$ cat src/kts_blend.sv
`timescale 1ns / 1ps
// one component blend: a + floor((b - a) * f / 2^16), product and a registered
module kts_blend (
  input  logic               clk,
  input  logic signed [31:0] a,
  input  logic signed [31:0] b,
  input  logic        [15:0] f,
  output logic signed [31:0] y
);
  logic signed [32:0] diff;
  logic signed [49:0] prod_r;
  logic signed [31:0] a_r;
  logic signed [49:0] sh;

  assign diff = 33'(b) - 33'(a);

  always_ff @(posedge clk) begin
    prod_r <= 50'(diff) * $signed({34'd0, f});
    a_r    <= a;
  end

  // arithmetic shift floors, matching the rounding toward minus infinity
  assign sh = prod_r >>> 16;
  assign y  = a_r + sh[31:0];
endmodule

$ cat config.mk
export PLATFORM = sky130hd
export DESIGN_NAME = kts_blend
export DESIGN_NICKNAME = d
export VERILOG_FILES = /design/src/kts_blend.sv
export SDC_FILE = /design/constraint.sdc
export NUM_CORES = 1
export LEC_CHECK = 0
export ABC_AREA = 1
export BUFFER_PORTS_ARGS = -buffer_cell sky130_fd_sc_hd__buf_4
export CORE_ASPECT_RATIO = 1.75
export CORE_MARGIN = 10
export CORE_UTILIZATION = 45
export CTS_CLUSTER_DIAMETER = 100
export DETAILED_ROUTE_END_ITERATION = 12
export GPL_TIMING_DRIVEN = 0
export PLACE_DENSITY = 0.61
export SLEW_MARGIN = 20
export SYNTH_ARGS = -nofsm -noshare
export SYNTH_HDL_FRONTEND = slang
export SYNTH_SLANG_ARGS = --single-unit
$ cat constraint.sdc
create_clock -name clk -period 10.8 [get_ports clk]
set_clock_uncertainty 0.05 [all_clocks]
set_input_delay 2.7 -clock clk [delete_from_list [all_inputs] [get_ports clk]]
set_output_delay 2.7 -clock clk [all_outputs]
set_load 0.005 [all_outputs]
## Word level (Yosys, flattened, before mapping)

Cells that the tools add are included.

| word-level totals | value |
|---|---|
| flip-flop bits (word level) | 80 |
| bits of input ports | 81 |
| output and inout bits | 32 |
| logic and storage cells | 5 |

| operators by class | value |
|---|---|
| $add $sub $neg | 2 |
| multipliers | 1 |

Operator list:

| kind | count |
|---|---|
| $mul A33 B17 Y48 | 1 |
| $sub A32 B32 Y33 | 1 |
| $add A32 B32 Y32 | 1 |

## Longest topological paths before layout

| depth | value |
|---|---|
| word-level depth | 2 |
| mapped depth | 41 |

## Worst setup path after synthesis

No wires, ideal clock.

| timing path | value |
|---|---|
| path type | input-to-reg |
| start | input port b[0] |
| end | register prod_r[42] |
| setup time | 0.072 ns |
| arrival | 9.198 ns |
| data required time | 10.678 ns |
| setup slack | 1.481 ns |
| stages | 34 |
| cells stage by stage | inv_1 > ha_1 > fa_1 > inv_1 > nand2_1 > nand2_1 > nand3_1 > nand2_2 > nand2_1 > nand2_1 > nand2_1 > nand2_1 > nand2_1 > nand2_2 > buf_6 > nor2_1 > fa_1 > inv_1 > fa_1 > inv_1 > fa_1 > fa_1 > fa_1 > inv_1 > fa_1 > inv_1 > ha_1 > nand2_1 > nor2_1 > inv_1 > nor4_1 > nand4_1 > nand3_1 > xor2_1 |

| between the ends | value |
|---|---|
| longest elaborated chain between the ends | 2 |

Ends and longest elaborated chain:

| what | line | text |
|---|---|---|
| start, declared | 6 | `input logic signed [31:0] b,` |
| $sub A32 B32 Y33 | 15 | `assign diff = 33'(b) - 33'(a);` |
| $mul A33 B17 Y48 | 18 | `prod_r <= 50'(diff) * $signed({34'd0, f});` |
| end signal, assigned | 18 |  |
| end, declared | 11 | `logic signed [49:0] prod_r;` |

No other way between the ends.

## Final worst setup path

| timing path | value |
|---|---|
| start | input port a[0] |
| end | register prod_r[47] |

| between the ends | value |
|---|---|
| longest elaborated chain between the ends | 2 |

Ends and longest elaborated chain:

| what | line | text |
|---|---|---|
| start, declared | 5 | `input logic signed [31:0] a,` |
| $sub A32 B32 Y33 | 15 |  |
| $mul A33 B17 Y48 | 18 |  |

No other way between the ends.

==> impl_metrics.json <==
{
  "run_status": "finished, final reports clean",
  "number_of_vias_per_cell": 5.38,
  "final.min_clock_period_ns": 10.40,
  "finalCritPeriodShare_pct": 96.3,
  "instances_no_fill": 3933,
  "cts_tree": "done",
  "worst_setup_path_start_kind": "input port",
  "chipWidth_microns": 195,
  "grt_start_max_net_pins": 11,
  "critical_path_data_required_time_ns": 10.98,
  "synth_area_leader_cell": "sky130_fd_sc_hd__fa_1",
  "rows": 112,
  "die-height_microns": 326,
  "number_of_global_route_vias_before_repair": 22771,
  "dp_hpwl_microns": 80800,
  "fin_worst_hold_slack_ns": 2.42,
  "most_common_library_cells_after_synthesis": "sky130_fd_sc_hd__inv_1, sky130_fd_sc_hd__fa_1, sky130_fd_sc_hd__nand2_1",
  "grt-ovfl-total": 0,
  "register_area_sq_um": 1280,
  "asyncSetResetFlopFracSynth_pct": 0,
  "fillers": 5441,
  "gpl.final_weighted_congestion": 1.00,
  "core_area_sq_um": 53100,
  "post_synth_num_cell_types": 51,
  "drt-pass1-iter-count": 5,
  "total_cts_buffers": 9,
  "syn_area_sq_um": 24000,
  "hold_class": "in -> reg",
  "multi_input_comb_area_sq_um": 19400,
  "synth.net_count": 3877,
  "floorplan.initialDensity_pct": 45.2,
  "critical_path_buf_inv_count": 8,
  "final_setup_violation_count": 0,
  "type_of_destination_of_the_critical_path": "flop",
  "postRouteWirelength_microns": 91100,
  "cpLargestDelayFamily": "adder cells",
  "fmax_mhz": 96.1,
  "max_slew_margin_pct": 21.3,
  "grt_usage_pct": 28.4,
  "share_of_post_route_cells_with_drive_strength_above_1_pct": 7.70,
  "ioPinCount": 113,
  "synth.avg_cell_area_sq_um": 7.67,
  "area_growth_pct": 8.19,
  "route.vias.total": 21145,
  "grt_pass1_wl_microns": 136000,
  "clock_root_buffer": "sky130_fd_sc_hd__clkbuf_16",
  "synth.most_common_cell": "sky130_fd_sc_hd__inv_1",
  "design.die.area_sq_um": 63400,
  "io_port_bufs": 103,
  "report.final.slew_viol_count": 0,
  "synth.area.top_cells": "sky130_fd_sc_hd__fa_1, sky130_fd_sc_hd__inv_1, sky130_fd_sc_hd__ha_1",
  "numClockSinks": 64,
  "cts_buffer_depth": 2,
  "timing.final.hold_violations": 0,
  "first_iter_violations": 1373,
  "count_of_synthesis_stage_warnings_from_yosys": 0,
  "cells_after_synth": 3130,
  "synth_seq_area_share_pct": 5.33,
  "dp_cell_count": 3917,
  "postLayoutSetupSlackWorst_ns": 0.399,
  "route.antenna.remaining_nets": 0,
  "critical-path-max-stage-delay_ns": 0.63,
  "synth-edff-count": 0,
  "area_share_of_the_largest_cell_type_after_synthesis_pct": 40.9,
  "post-place-ws_ns": -0.267,
  "post-route-drc-count": 0,
  "yosys_most_used_dff": "sky130_fd_sc_hd__dfxtp_1",
  "clk_pin_slew_ns": 0.06,
  "rsz_0062_raised_after_global_routing": "no",
  "slew_worst_pin_ns": 1.18,
  "cts.hold.buffers_added": 0,
  "crit_slowest_cell": "sky130_fd_sc_hd__fa_1",
  "num-nets-final": 3991,
  "antenna_found_initial": 4,
  "timing_worst_setup_path_type": "in -> reg",
  "clock_tree.htree_level_count": 3,
  "ys_seq_elements": 64,
  "crit_path_max_fanout": 10,
  "wl_per_cell_microns": 23.2,
  "cpMostUsedCell": "sky130_fd_sc_hd__nand2_1",
  "max_cap_viol_count": 0,
  "worstPathArrival_ns": 10.58,
  "finished_core_util_pct": 48.9,
  "cts_setup_buffers": 0
}
worst paths after layout:
kind | from | to | slack [ns] | cells after the start
worst min-delay path | a[27] | a_r[27] | 2.42 | 1
worst max-delay path | a[0] | prod_r[47] | 0.40 | 35
logic make-up (layout without fill, tap and decap cells):
family | count (synthesis) | count (layout) | synth area share [%]
other cells | 0 | 1 | 0
buf+inv | 880 | 998 | 14.0
simple gates | 1206 | 1206 | 22.0
xor+xnor | 70 | 70 | 2.72
flops | 64 | 64 | 5.33
fa+ha+maj | 666 | 666 | 50.0
compound gates | 244 | 244 | 5.89
flip-flops by register name, summed over array words and instances (netlist names):
name    cells
prod_r     32
a_r        32
layout make-up:
cell class / count / area share [%]
multi-input combinational: 2186 / 74.6
clock buffer: 13 / 1.04
antenna: 1 / 0.00963
clock inverter: 2 / 0.144
timing repair buffer: 103 / 2.98
buffer: 71 / 1.28
inverter: 809 / 11.7
tap: 684 / 3.29
sequential: 64 / 4.93
per-stage QoR:
| step | instance area, sq um | setup TNS (ns) |
|---|---|---|
| floorplan | 24000 | 0 |
| global placement | 25700 | -0.230 |
| detailed placement | 25700 | -0.340 |
| CTS | 26000 | 0 |
| global route | 26000 | 0 |
| finish | 26000 | 0 |
what timing repair did:
action / CTS / global route
resized for setup: 0 / 5
hold endpoints to repair: 0 / 0
endpoints found under the setup margin: 0 / 4
metal layers:
metal	vias to the layer above	global-route usage (%)	share of wire (%)
li1	9522	-	-
met1	10423	28.8	33
met2	868	52.8	53
met3	328	3.46	5.1
met4	4	19.8	8.6
met5	-	0	0.026
cell usage in the layout (no fill, tap or decap), types with 4 or more instances in the layout:
cell	instances
sky130_fd_sc_hd__a21o_1	13
sky130_fd_sc_hd__a21oi_1	104
sky130_fd_sc_hd__a21oi_2	5
sky130_fd_sc_hd__a31oi_1	14
sky130_fd_sc_hd__buf_1	5
sky130_fd_sc_hd__buf_2	13
sky130_fd_sc_hd__buf_4	104
sky130_fd_sc_hd__buf_6	4
sky130_fd_sc_hd__clkbuf_1	48
sky130_fd_sc_hd__clkbuf_16	9
sky130_fd_sc_hd__clkinv_1	7
sky130_fd_sc_hd__dfxtp_1	64
sky130_fd_sc_hd__fa_1	489
sky130_fd_sc_hd__ha_1	174
sky130_fd_sc_hd__inv_1	788
sky130_fd_sc_hd__inv_2	14
sky130_fd_sc_hd__nand2_1	474
sky130_fd_sc_hd__nand2_2	24
sky130_fd_sc_hd__nand3_1	202
sky130_fd_sc_hd__nand3_2	4
sky130_fd_sc_hd__nand3b_1	5
sky130_fd_sc_hd__nand4_1	16
sky130_fd_sc_hd__nor2_1	392
sky130_fd_sc_hd__nor2_4	17
sky130_fd_sc_hd__nor3_1	13
sky130_fd_sc_hd__nor4_1	8
sky130_fd_sc_hd__o211ai_1	4
sky130_fd_sc_hd__o21a_1	8
sky130_fd_sc_hd__o21ai_0	54
sky130_fd_sc_hd__o21ai_1	10
sky130_fd_sc_hd__o21bai_1	16
sky130_fd_sc_hd__or2_1	15
sky130_fd_sc_hd__or2_2	24
sky130_fd_sc_hd__xnor2_1	17
sky130_fd_sc_hd__xnor2_2	4
sky130_fd_sc_hd__xor2_1	47
Power is left out: the tool's default activity adds up to more than one toggle a clock period on the data nets, which glitch-free logic cannot reach.
