==> config.mk <==
export PLATFORM = sky130hd
export DESIGN_NAME = kts_div
export DESIGN_NICKNAME = d
export VERILOG_FILES = /design/src/kts_pkg.sv /design/src/kts_div.sv
export SDC_FILE = /design/constraint.sdc
export NUM_CORES = 1
export LEC_CHECK = 0
export ABC_CLOCK_PERIOD_IN_PS = 6400
export CORE_ASPECT_RATIO = 1.4
export CORE_MARGIN = 5
export CORE_UTILIZATION = 40
export CTS_CLUSTER_SIZE = 40
export DETAILED_ROUTE_END_ITERATION = 10
export DONT_BUFFER_PORTS = 1
export GPL_TIMING_DRIVEN = 0
export PLACE_DENSITY = 0.52
export SLEW_MARGIN = 15
export SYNTH_ARGS = -nofsm -noshare
export SYNTH_HDL_FRONTEND = slang
export SYNTH_SLANG_ARGS = --single-unit
==> constraint.sdc <==
create_clock -name clk -period 6.4 [get_ports clk]
set_clock_uncertainty 0.05 [all_clocks]
set_input_delay 0.32 -clock clk [delete_from_list [all_inputs] [get_ports clk]]
set_output_delay 0.32 -clock clk [all_outputs]
set_load 0.005 [all_outputs]
==> src/kts_pkg.sv <==
`timescale 1ns / 1ps
package kts_pkg;
  localparam int KeysPerTrack = 64;
  localparam int Tracks       = 3;
  localparam int SlotW        = $clog2(KeysPerTrack);
  localparam int AddrW        = $clog2(Tracks * KeysPerTrack);
  localparam int CountW       = $clog2(KeysPerTrack + 1);
  localparam int CfgIdxW      = 2;
  localparam int CfgDataW     = 7;
  localparam logic [31:0] OneQ16 = 32'h0001_0000;

  localparam logic       OP_WRITE  = 1'b0;
  localparam logic       OP_SAMPLE = 1'b1;
  localparam logic [1:0] TRK_POS = 2'd0;
  localparam logic [1:0] TRK_ROT = 2'd1;
  localparam logic [1:0] TRK_SCL = 2'd2;
  localparam logic [CfgIdxW-1:0] CFG_POS_COUNT = 2'd0;
  localparam logic [CfgIdxW-1:0] CFG_ROT_COUNT = 2'd1;
  localparam logic [CfgIdxW-1:0] CFG_SCL_COUNT = 2'd2;

  typedef struct packed {
    logic        opcode;
    logic [1:0]  track;
    logic [5:0]  key_index;
    logic [31:0] key_time;
    logic signed [31:0] comp_x;
    logic signed [31:0] comp_y;
    logic signed [31:0] comp_z;
    logic signed [31:0] comp_w;
    logic [31:0] sample_time;
  } kts_in_t;

  typedef struct packed {
    logic [1:0]  out_track;
    logic signed [31:0] out_x;
    logic signed [31:0] out_y;
    logic signed [31:0] out_z;
    logic signed [31:0] out_w;
    logic        last;
  } kts_out_t;

  // divider request / reply
  typedef struct packed {
    logic        start;
    logic [47:0] num;
    logic [31:0] den;
  } kts_div_req_t;

  typedef struct packed {
    logic        done;
    logic [15:0] quo;
  } kts_div_rsp_t;
endpackage

==> src/kts_div.sv <==
`timescale 1ns / 1ps
// restoring divider, one quotient bit a cycle, 16-bit quotient
module kts_div import kts_pkg::*; (
  input  logic         clk,
  input  logic         rst_n,
  input  kts_div_req_t req,
  output kts_div_rsp_t rsp
);
  logic [47:0] num_r, num_nxt;
  logic [32:0] rem_r, rem_nxt;
  logic [31:0] den_r, den_nxt;
  logic [15:0] quo_r, quo_nxt;
  logic [5:0]  cnt_r, cnt_nxt;
  logic        busy_r, busy_nxt;
  logic        done_r, done_nxt;
  logic [32:0] trial;

  always_comb begin
    num_nxt  = num_r;
    rem_nxt  = rem_r;
    den_nxt  = den_r;
    quo_nxt  = quo_r;
    cnt_nxt  = cnt_r;
    busy_nxt = busy_r;
    done_nxt = 1'b0;
    trial    = {rem_r[31:0], num_r[47]};
    if (req.start) begin
      num_nxt  = req.num;
      den_nxt  = req.den;
      rem_nxt  = '0;
      quo_nxt  = '0;
      cnt_nxt  = 6'd48;
      busy_nxt = 1'b1;
    end else if (busy_r) begin
      num_nxt = {num_r[46:0], 1'b0};
      if (trial >= {1'b0, den_r}) begin
        rem_nxt = trial - {1'b0, den_r};
        quo_nxt = {quo_r[14:0], 1'b1};
      end else begin
        rem_nxt = trial;
        quo_nxt = {quo_r[14:0], 1'b0};
      end
      cnt_nxt = cnt_r - 6'd1;
      if (cnt_r == 6'd1) begin
        busy_nxt = 1'b0;
        done_nxt = 1'b1;
      end
    end
  end

  always_ff @(posedge clk) begin
    if (!rst_n) begin
      busy_r <= 1'b0;
      done_r <= 1'b0;
      cnt_r  <= '0;
    end else begin
      busy_r <= busy_nxt;
      done_r <= done_nxt;
      cnt_r  <= cnt_nxt;
    end
    num_r <= num_nxt;
    rem_r <= rem_nxt;
    den_r <= den_nxt;
    quo_r <= quo_nxt;
  end

  assign rsp.done = done_r;
  assign rsp.quo  = quo_r;
endmodule

# Word-level counts from Yosys, hierarchy flattened
# Index checks and enable logic that the tools add are counted.
dict set report classes {
  n_reduce_logical 3
  order_cmp 1
  n_addsub 2
  n_mux 10
  div_mod_pow 0
  bitwise_logic 2
  n_shift 0
  eq_ne 1
  mul 0
}
# op count
set op_table {}
lappend op_table {{48-bit 2-to-1 mux} 2}
lappend op_table {{33-bit by 32-bit greater-or-equal comparator with 1-bit output} 1}
lappend op_table {{32-bit 2-to-1 mux} 1}
lappend op_table {{32-bit subtractor} 1}
lappend op_table {{6-bit 2-to-1 mux} 2}
lappend op_table {{6-bit by 1-bit == test with 1-bit output (second input constant)} 1}
lappend op_table {{6-bit by 1-bit subtractor with 6-bit output (second input constant)} 1}
lappend op_table {{1-bit 2-to-1 mux} 5}
lappend op_table {{3-bit OR reduction} 1}
lappend op_table {{1-bit inverter} 2}
lappend op_table {{2-bit nonzero test} 1}
lappend op_table {{2-bit OR reduction} 1}
dict set report totals {
  regBits 136
  memories 0
  out_inout_bits 17
  ramBits 0
  romBits 0
  latch_bits 0
}

# Longest topological paths before layout
# Gate-level depths: netlist (run 1).
dict set report depth {
  ltp_word 4
  ltp_mapped 15
  mapped_depth_nobuf 12
}

# Least setup slack after synthesis (run 1)
# Ideal clock, no wire load.
dict set report synth_timing {
  kind {reg2reg}
  from {reg num_r[47]}
  to {reg rem_r[30]}
  arrival_time_ps 2468
  slack_ps 3760
  required_time_ps 6228
  setup_ps 122
  stages_incl_launch_ff 13
  path_cell_list {edfxtp_1 > inv_1 > ha_1 > fa_1 > nor2b_1 > o211ai_1 > a21oi_1 > o22a_1 > a31oi_1 > a31oi_1 > xnor2_1 > nor2_1 > a311o_1}
}
dict set report synth_between {
  elab_chain_len 2
  word_cells_on_any_way 3
  cone_classes {add/sub: 1; order compare: 1; mux: 1}
}
# item line_no
set synth_rtl {}
lappend synth_rtl {{start, declared} kts_div.sv:9} ;# logic [47:0] num_r, num_nxt;
lappend synth_rtl {{start signal, assigned} kts_div.sv:61} ;# num_r <= num_nxt;
lappend synth_rtl {{32-bit subtractor / 33-bit by 32-bit greater-or-equal comparator with 1-bit output (equally long branches)} {kts_div.sv:37, kts_div.sv:36}}
lappend synth_rtl {{32-bit 2-to-1 mux *} kts_div.sv:36} ;# if (trial >= {1'b0, den_r}) begin
lappend synth_rtl {{end signal, assigned} kts_div.sv:62} ;# rem_r <= rem_nxt;
lappend synth_rtl {{end, declared} kts_div.sv:10} ;# logic [32:0] rem_r, rem_nxt;
# Mark *: on every way between the ends. The rest lies on a longest branch, timed or not.
# A chain may end at the register's enable or synchronous reset.

# Worst setup path after layout (run 1)
# Ends and elaborated chain as after synthesis.

==> metrics.md, run 1 <==
| Metric | Value |
|---|---|
| Setup CP Type | flip-flop to flip-flop |
| Net count, final | 851 |
| Die H | 170 microns |
| Top FF cell, synth | edfxtp_1 |
| Global-route wire length before repair | 28800 microns |
| Clk_lat worst skew | 0.43 ns |
| Measured slew at the worst slew-check pin | 0.804 ns |
| Critical Path Start Type | flip-flop |
| Crit path from | num_r[47] |
| Initial Utilization | 40.7% |
| Area growth, synth to finish | 17.7% |
| Average size of a mapped cell | 10.8 sq um |
| Core Area | 0.0181 sq mm |
| Critical path depth in cells | 12 |
| Area leader, netlist | edfxtp_1 |
| Flops & latches, synth | 136 |
| Setup-failing EPs final | 0 |
| Die ar. | 0.0212 sq mm |
| Sw frac | 29.7% |
| DR iter-0 viols | 218 |
| Antenna cells | 0 |
| Synth async-reset ratio | 0% |
| Tcrit/Tclk final | 49.8% |
| RSZ-0062 raised after global routing | no |
| Hold Crit Depth | 1 |
| Number of flops mapped to enable cells by yosys | 80 |
| Delay of the slowest critical-path stage | 0.39 ns |
| Period minus WS final | 3.19 ns |
| DRC Markers | 0 |
| Post-Synthesis Net Count | 797 |
| Share of layout cells above drive strength 1 | 19.0% |
| R2r setup slk | 3.21 ns |
| Clock Sinks | 136 |
| Routed len/inst | 18.2 microns |
| Setup TNS | 0 ns |
| Flop pwr share | 40.2% |
| Final Hold Fails | 0 |
| PwrDens | 300 mW/mm^2 |
| Worst R2R End | rem_r[30] |
| CTS buffer count | 17 |
| Peak VDD IR | 174 uV |
| Status | finished, final reports clean |
| CTS root buf | clkbuf_16 |
| Buffers & Inverters on Critical Path | 1 |
| R2r startpoint | num_r[47] |
| CTS tree | yes |
| Post-Synthesis Cells | 679 |
| Yosys top cell area share | 32.7% |
| Initial DRT Pass Iterations | 5 |
| Gr usage total | 17.1% |
| Place WS | 3.25 ns |
| Relative slew slack | 46.4% |
| CTS max path bufs | 2 |
| Fillers | 1663 |
| Vias per std cell | 5.36 |
| Post-DP HPWL | 12900 microns |
| Largest net degree at the start of global routing | 33 |
| Crit-path slowest cell | fa_1 |
| Power Total | 0.00259 W |
| Crit end category | flip-flop |
| CP endpoint | rem_r[30] |
| Synth unique cells | 63 |
| WP data required | 6.66 ns |
| Register area share after synthesis | 47.9% |
| Pins Over Slew Limit | 0 |
| GR Overflow Total | 0 |
| Post-route ant nets | 0 |
| H-tree level count | 4 |
| Crit path max fanout | 6 |
| Max Cap Violations | 0 |
| Synth top area cells | edfxtp_1 (33%), dfxtp_1 (15%), mux2_2 (7.7%) |
| Clock power frac | 39.9% |
| Crit path arrival time | 3.45 ns |
| Hold WC Path Type | primary input to flip-flop |
| Total wire length | 18000 microns |
| Critical Path Most Common Cell | a31oi_1 |
| I/O pins | 100 |
| # rows | 58 |
| Die X | 125 microns |
| FF-to-FF path depth | 12 |
| Max Fclk | 314 MHz |
| CP Cell Sequence | inv_1 -> ha_1 -> fa_1 -> nor2b_1 -> o211ai_1 -> a21oi_1 -> o22a_1 -> a31oi_1 -> a31oi_1 -> xnor2_1 -> nor2_1 -> a311o_1 |
| Combinational power share | 19.9% |
| Net Sw Power | 0.000770 W |
| Clock transition at the registers of the reported paths | 0.07 ns |
| Post-route worst setup slack | 3.21 ns |
| Static Leak | 3.36 nW |
| IO buf count | 0 |
| YS warnings | 0 |
| Int Power | 0.00182 W |
| Crit path max-delay family | compound AO/OA/AOI/OAI gates |
| Post-Syn Area | 0.00735 sq mm |
| Routability congestion estimate | 0.902 |
| Hold slack | 0.0506 ns |
| Number of setup buffers added after CTS | 0 |
| Routed via count | 5285 |
| Initial antenna violation count | 0 |
| Number of global-route vias before repair | 5523 |
through the flow:
step | util [%] | cells | area [sq um]
2_1_floorplan | - | 679 | 7350
3_3_place_gp | 42.4 | 919 | 7650
3_5_place_dp | 42.5 | 920 | 7680
4_1_cts | 47.9 | 986 | 8650
5_1_grt | 47.9 | 986 | 8650
6_report | 47.9 | 986 | 8650
power groups by stage:
stage	combinational, W	sequential (W)	clock (W)
floorplan	0.000386	0.00105	0
global placement	0.000481	0.00106	0
detailed placement	0.000491	0.00106	0
CTS	0.000517	0.00104	0.00106
global route	0.000567	0.00105	0.00110
finish	0.000516	0.00104	0.00104
worst min path at each step:
| stage | start | end | slack (ns) |
|---|---|---|---|
| final | req[32] | num_r[0] | 0.05 |
| after global routing | req[32] | num_r[0] | 0.03 |
| after CTS | req[32] | num_r[0] | 0.03 |
| after detailed placement | req[14] | den_r[14] | 0.37 |
| after global placement | req[15] | den_r[15] | 0.37 |
| after floorplan | req[0] | den_r[0] | 0.37 |
worst reg2reg max path, cell delays in order, from the launching register on:
cell      delay, ns
edfxtp_1       0.35
inv_1          0.05
ha_1           0.21
fa_1           0.39
nor2b_1        0.19
o211ai_1       0.14
a21oi_1        0.32
o22a_1         0.39
a31oi_1        0.22
a31oi_1        0.25
xnor2_1        0.14
nor2_1         0.06
a311o_1        0.32
cells in the mapped netlist, drive strengths merged (11+ instances only):
master and count:
inv 40, ha 34, xnor2 20, nor2 63, mux2 50, o21ai 19, a211oi 18, mux2i 20
a21oi 44, nand2 61, a31oi 11, nor3 11, dfxtp 56, buf 15, a21o 13, clkbuf 23
a311oi 11, edfxtp 80, xor2 12
timing repair:
action,in CTS,in global routing
hold endpoints to repair,67,0
hold buffers,34,0
setup endpoints to repair,0,0
gates resized for setup,0,0
layer usage:
layer  vias up  GRT usage, %  part of all wire (%)
li1       2584             -                     -
met1      2552          19.3                    41
met2       122          30.8                    52
met3        27          4.27                   5.5
met4         0          7.11                   2.3
met5         -             0                     0
layout make-up:
cell class                      count  area [sq um]  area share, %
Inverter                           40           150           1.73
Tap cell                          240           300           3.47
Buffer                             38           201           2.33
Timing Repair Buffer               35           378           4.37
Clock buffer                       17           425           4.92
Multi-Input combinational cell    465          3480           40.2
Clock inverter                     15           194           2.24
Sequential cell                   136          3520           40.7
cell usage in the layout (no fill, tap or decap), types with 17 or more instances in the layout:
cell type	n
a21oi_1	39
edfxtp_1	80
mux2_2	50
dfxtp_1	56
ha_1	34
mux2i_1	20
clkbuf_1	23
o21ai_0	17
clkbuf_16	17
nand2_1	49
nor2_1	63
xnor2_1	20
inv_1	40
dlygate4sd3_1	33
cells by family (layout without fill, tap and decap cells):
kind of cell / after synthesis / count (layout) / share of synthesized area, %
AND/OR/NAND/NOR: 178 / 178 / 11.2
buffers and inverters: 78 / 145 / 4.78
AO/OA/AOI/OAI: 150 / 150 / 15.9
multiplexers: 70 / 70 / 10.4
adder cells (fa/ha/maj): 35 / 35 / 6.06
flip-flops: 136 / 136 / 47.9
XOR/XNOR: 32 / 32 / 3.81
sequential cells by signal, indices dropped and copies added, names as in the netlist:
signal	cells
num_r	48
busy_r	1
quo_r	16
done_r	1
cnt_r	6
den_r	32
rem_r	32
Note: power is estimated with default switching activity, not from simulation.
==> run 2: changes to the inputs <==
--- a/config.mk
+++ b/config.mk
@@ -5,7 +5,7 @@
 export SDC_FILE = /design/constraint.sdc
 export NUM_CORES = 1
 export LEC_CHECK = 0
-export ABC_CLOCK_PERIOD_IN_PS = 6400
+export ABC_CLOCK_PERIOD_IN_PS = 3100
 export CORE_ASPECT_RATIO = 1.4
 export CORE_MARGIN = 5
 export CORE_UTILIZATION = 40
==> constraint.sdc (replaced) <==
create_clock -name clk -period 3.1 [get_ports clk]
set_clock_uncertainty 0.05 [all_clocks]
set_input_delay 0.155 -clock clk [delete_from_list [all_inputs] [get_ports clk]]
set_output_delay 0.155 -clock clk [all_outputs]
set_load 0.005 [all_outputs]
==> run 2 against run 1 <==
Combinational power grew 120%. Global-route usage grew 0.27 points. Hold slack lost 0.018 ns. Cell count grew 5.2%. Clock power grew 100%. Maximum frequency grew 7.3%. Sequential share of layout area shrank 2.3 points. Count of clock-buffer cells in the layout is the same.
==> metrics.md, run 2 (synthesized netlist as in run 1, its figures left out) <==
| Metric | Value |
|---|---|
| Status | finished, final reports clean |
| Post-route ant nets | 0 |
| Clock Sinks | 136 |
| Largest Register | num_r |
| Total wire length | 18400 microns |
| Measured slew at the worst slew-check pin | 0.802 ns |
| CTS buffer count | 17 |
| Routed len/inst | 17.7 microns |
| Initial Utilization | 40.7% |
| Die H | 170 microns |
| Die ar. | 0.0212 sq mm |
| PwrDens | 590 mW/mm^2 |
| I/O pins | 100 |
| Cell total after placement | 920 |
| Core Area | 0.0181 sq mm |
| Crit path max fanout | 5 |
| Number of global-route vias before repair | 5661 |
| Vias per std cell | 5.26 |
| Final core occ | 50.8% |
| IO buf count | 0 |
| Critical Path Start Type | flip-flop |
| # rows | 58 |
| Period minus WS final | 2.97 ns |
| Initial DRT Pass Iterations | 4 |
| Setup TNS | 0 ns |
| Gr usage total | 17.4% |
| CTS tree | yes |
| Crit path arrival time | 3.20 ns |
| Antenna cells | 0 |
| Routability congestion estimate | 0.902 |
| GR Overflow Total | 0 |
| Global-route wire length before repair | 29300 microns |
| Clock transition at the registers of the reported paths | 0.07 ns |
| Tcrit/Tclk final | 95.8% |
| Clk_lat worst skew | 0.43 ns |
| Routed via count | 5459 |
| H-tree level count | 4 |
| CTS max path bufs | 2 |
| Relative slew slack | 46.6% |
| Max Cap Violations | 0 |
| Max reg flops | 48 |
| Post-DP HPWL | 12900 microns |
| Static Leak | 3.57 nW |
| Setup CP Type | flip-flop to flip-flop |
| Power Total | 0.00542 W |
| Share of layout cells above drive strength 1 | 18.7% |
| Max Fclk | 337 MHz |
| Die X | 125 microns |
| Crit end category | flip-flop |
| Most frequent cells in the layout | dlygate4sd3_1 (81), edfxtp_1 (80), nor2_1 (63), dfxtp_1 (56), mux2_2 (50) |
| CTS root buf | clkbuf_16 |
| WP data required | 3.33 ns |
| Top Registers | num_r (48), den_r (32), rem_r (32) |
| Largest net degree at the start of global routing | 33 |
| Commonest non-fill, non-tap cell in the layout | dlygate4sd3_1 |
| Pins Over Slew Limit | 0 |
| Hold WC Path Type | primary input to flip-flop |
| HP Start | req[80] |
| Final Non-Filler Cells | 1037 |
| R2r startpoint | rem_r[3] |
| Setup-failing EPs final | 0 |
| DR iter-0 viols | 241 |
| Peak VDD IR | 360 uV |
| DRC Markers | 0 |
| Initial antenna violation count | 0 |
| Crit path from | rem_r[3] |
| Final Hold Fails | 0 |
| Area growth, synth to finish | 24.9% |
| Net count, final | 902 |
run 2: cell types whose count changed in the layout (fill, tap and decap cells not counted), moves of 2 or more:
| cell | before | now |
|---|---|---|
| dlygate4sd3_1 | 33 | 81 |
| a21oi_2 | 5 | 7 |
| buf_4 | 3 | 5 |
| a21oi_1 | 39 | 37 |
run 2: final cells by class:
| cell class | count | area [sq um] |
|---|---|---|
| Multi-Input combinational cell | 465 | 3500 |
| Timing Repair Buffer | 86 | 881 |
| Buffer | 38 | 205 |
| Sequential cell | 136 | 3520 |
| Fill cell | 1607 | 8890 |
| Clock inverter | 15 | 194 |
| Clock buffer | 17 | 425 |
| Tap cell | 240 | 300 |
| Inverter | 40 | 150 |
run 2: path summary, 6_finish.rpt:
check | cells after the start | slack (ns) | end
max reg2reg | 9 | 0.13 | rem_r[31]
min | 1 | 0.03 | den_r[10]
min reg2reg | 2 | 0.45 | cnt_r[1]
max | 9 | 0.13 | rem_r[31]
run 2: per-stage QoR:
step                      setup slack, ns  hold WS [ns]  instance area, sq um
final                               0.130        0.0321                  9180
after global routing              -0.0369        0.0272                  9180
after CTS                         0.00502        0.0257                  9140
after detailed placement          -0.0541         0.204                  7680
after global placement             -0.414         0.204                  7650
after floorplan                     0.460         0.204                  7350
run 2: repair_timing:
action / CTS / global route
pin swaps: 0 / 3
endpoints found under the setup margin: 1 / 15
endpoints found under the hold margin: 120 / 0
buffers inserted: 0 / 3
resized for setup: 1 / 5
hold buffers: 82 / 0
run 2: where the power goes:
group	internal (W)	switching, W	total, W
Sequential	0.00208	0.0000737	0.00216
Combinational	0.000502	0.000630	0.00113
Clock	0.00123	0.000900	0.00213
run 2: routing by layer:
| layer | track usage [%] | share of wire, % | vias up |
|---|---|---|---|
| li1 | - | - | 2685 |
| met3 | 3.67 | 4.8 | 24 |
| met4 | 7.11 | 2.2 | 0 |
| met2 | 31.6 | 52 | 125 |
| met5 | 0 | 0 | - |
| met1 | 19.8 | 41 | 2625 |
run 2: worst max-delay path: stages, from the launching register on:
cell and delay (ns):
dfxtp_1 0.34, ha_1 0.39, a21o_1 0.22, o41a_1 0.45, a21o_4 0.28, a31oi_4 0.25, o31ai_2 0.15, a41o_1 0.25
o31ai_1 0.32, a211oi_2 0.11
